File: src/design/phd_pkg.sv
// shared constants, op codes and controller/datapath interface types for the
// point set hausdorff distance core; no dependencies
package phd_pkg;

   localparam int MAX_POINTS = 256;
   localparam int COORD_BITS = 16;

   localparam int PTR_BITS   = $clog2(MAX_POINTS);
   localparam int CNT_BITS   = $clog2(MAX_POINTS + 1);
   localparam int ABS_BITS   = COORD_BITS;
   localparam int PROD_BITS  = 2 * ABS_BITS;
   localparam int SQ_BITS    = PROD_BITS + 2;
   localparam int DIST_BITS  = SQ_BITS / 2;
   localparam int REM_BITS   = DIST_BITS + 1;
   localparam int PIPE_DEPTH = 4;
   localparam int STEP_BITS  = $clog2(DIST_BITS);

   typedef enum logic [1:0] {
      OP_LOAD_A  = 2'd0,
      OP_LOAD_B  = 2'd1,
      OP_COMPUTE = 2'd2,
      OP_NONE    = 2'd3
   } op_type;

   typedef struct packed {
      logic signed [COORD_BITS-1:0] x;
      logic signed [COORD_BITS-1:0] y;
      logic signed [COORD_BITS-1:0] z;
   } point_type;

   typedef struct packed {
      logic                load_a;
      logic                load_b;
      logic                start;
      logic                issue;
      logic                pass;
      logic [PTR_BITS-1:0] idx_src;
      logic [PTR_BITS-1:0] idx_dst;
      logic                first;
      logic                last;
      logic                root_load;
      logic                root_step;
      logic                finish;
   } cmd_type;

   typedef struct packed {
      logic [CNT_BITS-1:0] count_a;
      logic [CNT_BITS-1:0] count_b;
      logic                rsp_busy;
   } status_type;

   typedef struct packed {
      logic valid;
      logic first;
      logic last;
   } tag_type;

endpackage

File: src/design/phd_ctrl.sv
// sequencer for loads, the pair sweep over both directions, pipeline drain
// and square root steps; depends on phd_pkg
module phd_ctrl (
   input  logic                clock,
   input  logic                reset,
   input  logic                req_valid,
   output logic                req_ready,
   input  logic [1:0]          req_operation,
   input  phd_pkg::status_type status,
   output phd_pkg::cmd_type    cmd
);
   import phd_pkg::*;

   typedef enum logic [2:0] {
      S_IDLE,
      S_SWEEP,
      S_DRAIN,
      S_ROOT_LOAD,
      S_ROOT,
      S_FINISH
   } state_type;

   state_type            state_ff, state_in;
   logic                 pass_ff, pass_in;
   logic [PTR_BITS-1:0]  i_ff, i_in;
   logic [PTR_BITS-1:0]  j_ff, j_in;
   logic [STEP_BITS-1:0] step_ff, step_in;

   logic                 accept;
   logic [CNT_BITS-1:0]  n_src, n_dst;
   logic                 last_i, last_j;
   logic                 any_empty;

   assign n_src     = pass_ff ? status.count_b : status.count_a;
   assign n_dst     = pass_ff ? status.count_a : status.count_b;
   assign last_i    = ({1'b0, i_ff} == n_src - CNT_BITS'(1));
   assign last_j    = ({1'b0, j_ff} == n_dst - CNT_BITS'(1));
   assign any_empty = (status.count_a == '0) || (status.count_b == '0);

   // a compute word waits while the previous result is still unread
   assign req_ready = (state_ff == S_IDLE) &&
                      (!status.rsp_busy || (req_operation != OP_COMPUTE));
   assign accept    = req_valid && req_ready;

   always_comb begin
      cmd           = '0;
      cmd.pass      = pass_ff;
      cmd.idx_src   = i_ff;
      cmd.idx_dst   = j_ff;
      cmd.first     = (j_ff == '0);
      cmd.last      = last_j;
      cmd.load_a    = accept && (req_operation == OP_LOAD_A);
      cmd.load_b    = accept && (req_operation == OP_LOAD_B);
      cmd.start     = accept && (req_operation == OP_COMPUTE);
      cmd.issue     = (state_ff == S_SWEEP);
      cmd.root_load = (state_ff == S_ROOT_LOAD);
      cmd.root_step = (state_ff == S_ROOT);
      cmd.finish    = (state_ff == S_FINISH);
   end

   always_comb begin
      state_in = state_ff;
      pass_in  = pass_ff;
      i_in     = i_ff;
      j_in     = j_ff;
      step_in  = step_ff;
      unique case (state_ff)
         S_IDLE: begin
            if (cmd.start) begin
               pass_in  = 1'b0;
               i_in     = '0;
               j_in     = '0;
               state_in = any_empty ? S_ROOT_LOAD : S_SWEEP;
            end
         end
         S_SWEEP: begin
            if (last_j) begin
               j_in = '0;
               if (last_i) begin
                  i_in = '0;
                  if (pass_ff) begin
                     step_in  = '0;
                     state_in = S_DRAIN;
                  end else begin
                     pass_in = 1'b1;
                  end
               end else begin
                  i_in = i_ff + PTR_BITS'(1);
               end
            end else begin
               j_in = j_ff + PTR_BITS'(1);
            end
         end
         S_DRAIN: begin
            step_in = step_ff + STEP_BITS'(1);
            if (step_ff == STEP_BITS'(PIPE_DEPTH - 1)) begin
               state_in = S_ROOT_LOAD;
            end
         end
         S_ROOT_LOAD: begin
            step_in  = '0;
            state_in = S_ROOT;
         end
         S_ROOT: begin
            step_in = step_ff + STEP_BITS'(1);
            if (step_ff == STEP_BITS'(DIST_BITS - 1)) begin
               state_in = S_FINISH;
            end
         end
         S_FINISH: begin
            state_in = S_IDLE;
         end
         default: begin
            state_in = S_IDLE;
         end
      endcase
   end

   always_ff @(posedge clock) begin
      if (reset) begin
         state_ff <= S_IDLE;
         pass_ff  <= 1'b0;
         i_ff     <= '0;
         j_ff     <= '0;
         step_ff  <= '0;
      end else begin
         state_ff <= state_in;
         pass_ff  <= pass_in;
         i_ff     <= i_in;
         j_ff     <= j_in;
         step_ff  <= step_in;
      end
   end

endmodule

File: config.mk
export PLATFORM = sky130hd
export DESIGN_NAME = phd_ctrl
export DESIGN_NICKNAME = d
export VERILOG_FILES = /design/src/design/phd_pkg.sv /design/src/design/phd_ctrl.sv
export SDC_FILE = /design/constraint.sdc
export NUM_CORES = 1
export LEC_CHECK = 0
export BUFFER_PORTS_ARGS = -buffer_cell sky130_fd_sc_hd__buf_2
export CORE_ASPECT_RATIO = 0.9
export CORE_MARGIN = 1.5
export CORE_UTILIZATION = 55
export DETAILED_ROUTE_END_ITERATION = 10
export HOLD_SLACK_MARGIN = 0.12
export PLACE_DENSITY_LB_ADDON = 0.2
export SLEW_MARGIN = 0
export SYNTH_ARGS = -nofsm -noshare
export SYNTH_HDL_FRONTEND = slang
export SYNTH_SLANG_ARGS = --single-unit
File: constraint.sdc
create_clock -name clock -period 3.5 [get_ports clock]
set_input_delay 0 -clock clock [delete_from_list [all_inputs] [get_ports clock]]
set_output_delay 0 -clock clock [all_outputs]
set_load 0.02 [all_outputs]
==> results.py <==
metrics = {
    "status": {
        "status": "complete, no violations",
    },
    "setup_path": {
        "start_kind": "flop",
        "critPathCaptureType": "flop",
        "rrSetupSlack_ns": 0.46,
        "slowest_stage": "dfxtp_1",
        "worst_ep_required_time_ns": 3.66,
        "cp_max_fo": 21,
        "crit_chain": "buf_4 > buf_4 > mux2i_1 > xnor2_1 > or3_1 > a22oi_2 > and3_4 > nand4_2 > o31ai_2 > o22ai_1",
        "crit_type": "reg2reg",
        "r2r_cells": 10,
        "reg2reg_to": "step_ff[2]$_SDFFE_PP0P_",
        "critPathArrivalTime_ns": 3.20,
        "path_common_cell": "buf_4",
        "cp_slowest_stage_delay_ns": 0.41,
        "r2r-start": "pass_ff$_SDFFE_PP0P_",
    },
    "synthesis": {
        "ys_seq_elements": 25,
        "syn_avg_cell_area_um2": 8.02,
        "synth_top_area_frac": 0.214,
        "yosysSeqAreaShare": 0.214,
        "synth_ff_type": "dfxtp_1",
        "syn_inst": 291,
        "syn_nets": 322,
        "synthArstFlopShare": 0,
        "synth.distinct_cells": 59,
        "yosysWarnings": 0,
        "syn_area_mm2": 0.00233,
        "yosys.area.top_type": "dfxtp_1",
        "synth_edf_count": 0,
        "synth_area_leaders": "dfxtp_1 21%, xnor2_1 9.0%, mux2i_1 6.9%",
    },
    "placed_design": {
        "gp_congestion": 0.966,
        "port_buffers": 50,
        "dp_hpwl_um": 4370,
    },
    "routing": {
        "ant_nets": 0,
        "drc": 0,
        "via_per_inst": 6.37,
        "wl_per_cell_um": 15.7,
        "drt_wl_total_um": 5900,
        "dr.pass1.iters": 7,
        "drt_iter0_drc": 241,
        "vias": 2387,
    },
    "die": {
        "row_count": 22,
        "dieWidth_um": 71.7,
        "start_util": 0.573,
        "num_io_pins": 51,
        "die_area_mm2": 0.00464,
        "die_h_um": 64.8,
        "core_area_mm2": 0.00407,
    },
    "timing": {
        "tns_ns": 0,
        "clock_skew_ns": 0.00546,
        "finalHoldViolCount": 0,
        "drv_slew": 0,
        "timing.final.crit_share": 0.867,
        "slew_headroom": 0.545,
        "hold-worst-slack_ns": 0.268,
        "fmax_mhz": 329,
        "rsz0062_at_grt": "false",
        "worst_slew_pin_slew_ns": 0.676,
        "fin_crit_ns": 3.04,
        "finalSetupViolCount": 0,
    },
    "finish": {
        "nFillCells": 368,
        "layout_commonest_cell": "buf_2",
        "mostFrequentLayoutCells": "50 x buf_2, 25 x dfxtp_1, 24 x xnor2_1, 24 x nor3_1, 19 x nor2_1",
        "nets": 359,
        "regArea_um2": 500,
        "multi_input_area_mm2": 0.00167,
        "syn2layout_area_growth_pct": 11.9,
        "layout-drive-gt1-share": 0.217,
        "antennaDiodeCount": 0,
    },
    "job": {
        "drv_cap": 0,
    },
    "grt": {
        "antenna_found_initial": 0,
        "grt_overflow": 0,
        "grt_start_max_net_pins": 22,
        "grt_usage": 0.262,
        "grt_pass1_vias": 2145,
        "grt_pass1_wl_um": 10000,
    },
    "clock_tree": {
        "clockBufferDepth": 2,
        "cts_sinks": 25,
        "hold_buffers": 1,
        "htreeDepth": 1,
        "cts_resized": 0,
        "clock_tree.root_cell": "clkbuf_8",
        "cts_buffers": 3,
        "clk_pin_slew_ns": 0.10,
        "cts_setup_buffers": 0,
        "cts_tree": "yes",
        "clkLatencyLatePin_ns": 0.28,
    },
    "hold_path": {
        "min_path_cells": 4,
        "min_from": "status[0]",
        "min_path_type": "in2reg",
        "holdPathEnd": "pass_ff$_SDFFE_PP0P_",
    },
    "power_and_ir_drop": {
        "p_per_area_mw_per_mm2": 234,
        "power_leakage_nw": 0.946,
        "ir_drop_uv": 237,
    },
}
==> state kept, by name, summed over array words and instances (netlist names) <==
name / count
pass_ff: 1
state_ff: 3
step_ff: 5
j_ff: 8
i_ff: 8
==> worst max-delay path: cells and delay by family, from the launching register on <==
kind                   cells  cell delay [ns]
AO/OA/AOI/OAI              3             0.80
buffers and inverters      2             0.54
multiplexers               1             0.26
XOR/XNOR                   1             0.10
flip-flops                 1             0.41
AND/OR/NAND/NOR            3             0.78
==> cell usage after synthesis (2+ instances only) <==
cell type	number
nand2_1	10
a311oi_1	6
clkbuf_1	9
a22oi_1	4
a2111oi_0	2
o22ai_1	2
nor3_1	24
o21a_1	4
and3_1	5
nor2_1	19
buf_2	4
a41oi_1	2
nor4_1	9
a21oi_1	12
o2111ai_1	2
a21o_1	2
o21ai_0	6
o31ai_1	5
mux2i_1	16
a31oi_1	4
dfxtp_1	25
inv_1	15
or2b_1	4
mux2_2	2
buf_1	2
nor3b_1	4
or3_1	5
o21ai_2	2
ha_1	7
xor2_1	7
nand3_1	12
nor4b_4	2
xnor2_1	24
nand4_1	3
o311ai_0	2
buf_4	4
o2bb2ai_1	2
==> logic make-up (layout without fill, tap and decap cells) <==
kind of cell,count (synthesis),in the layout,synth area share
XOR/XNOR,31,31,0.116
multiplexers,18,18,0.0783
buffers and inverters,36,72,0.0702
flip-flops,25,25,0.214
AO/OA/AOI/OAI,69,69,0.224
AND/OR/NAND/NOR,105,105,0.260
adder cells (fa/ha/maj),7,7,0.0375
==> layer usage <==
layer	track usage	part of all wire	wire length, µm	vias up
met5	0	0	0	-
met4	0.0377	0.0041	24	0
met3	0.0264	0.060	353	4
met2	0.418	0.43	2520	98
met1	0.390	0.51	3000	1109
li1	-	-	-	1176
==> power breakdown <==
| part | switching, W | internal [W] |
|---|---|---|
| registers | 0.00000500 | 0.000286 |
| logic | 0.0000775 | 0.0000521 |
| clock network | 0.000106 | 0.0000837 |
==> cell type report <==
class | count | share of cell area
clock buffer | 3 | 0.0158
clock inverter | 1 | 0.00335
inverter | 15 | 0.0216
multi-input combinational | 230 | 0.639
sequential | 25 | 0.192
tap | 48 | 0.0230
timing repair buffer | 53 | 0.105
==> how the worst max path moves through the flow <==
stage,from,slack [ns],end,cells after the start
5_1_grt,pass_ff$_SDFFE_PP0P_,0.24,step_ff[2]$_SDFFE_PP0P_,10
3_3_place_gp,pass_ff$_SDFFE_PP0P_,0.66,step_ff[2]$_SDFFE_PP0P_,10
4_1_cts,pass_ff$_SDFFE_PP0P_,0.53,step_ff[2]$_SDFFE_PP0P_,10
6_report,pass_ff$_SDFFE_PP0P_,0.46,step_ff[2]$_SDFFE_PP0P_,10
2_1_floorplan,pass_ff$_SDFFE_PP0P_,0.31,step_ff[2]$_SDFFE_PP0P_,14
3_5_place_dp,pass_ff$_SDFFE_PP0P_,0.57,step_ff[2]$_SDFFE_PP0P_,10
==> through the flow <==
stage	instance area [µm²]	power (W)	utilization	cells	setup WS, ns
5_1_grt	2610	0.000633	0.641	375	0.240
3_3_place_gp	2550	0.000424	0.626	370	0.655
3_5_place_dp	2550	0.000424	0.626	370	0.566
2_1_floorplan	2330	0.000383	-	291	0.309
6_report	2610	0.000611	0.641	375	0.464
4_1_cts	2610	0.000612	0.641	375	0.532
Note: power is estimated with default switching activity, not from simulation.
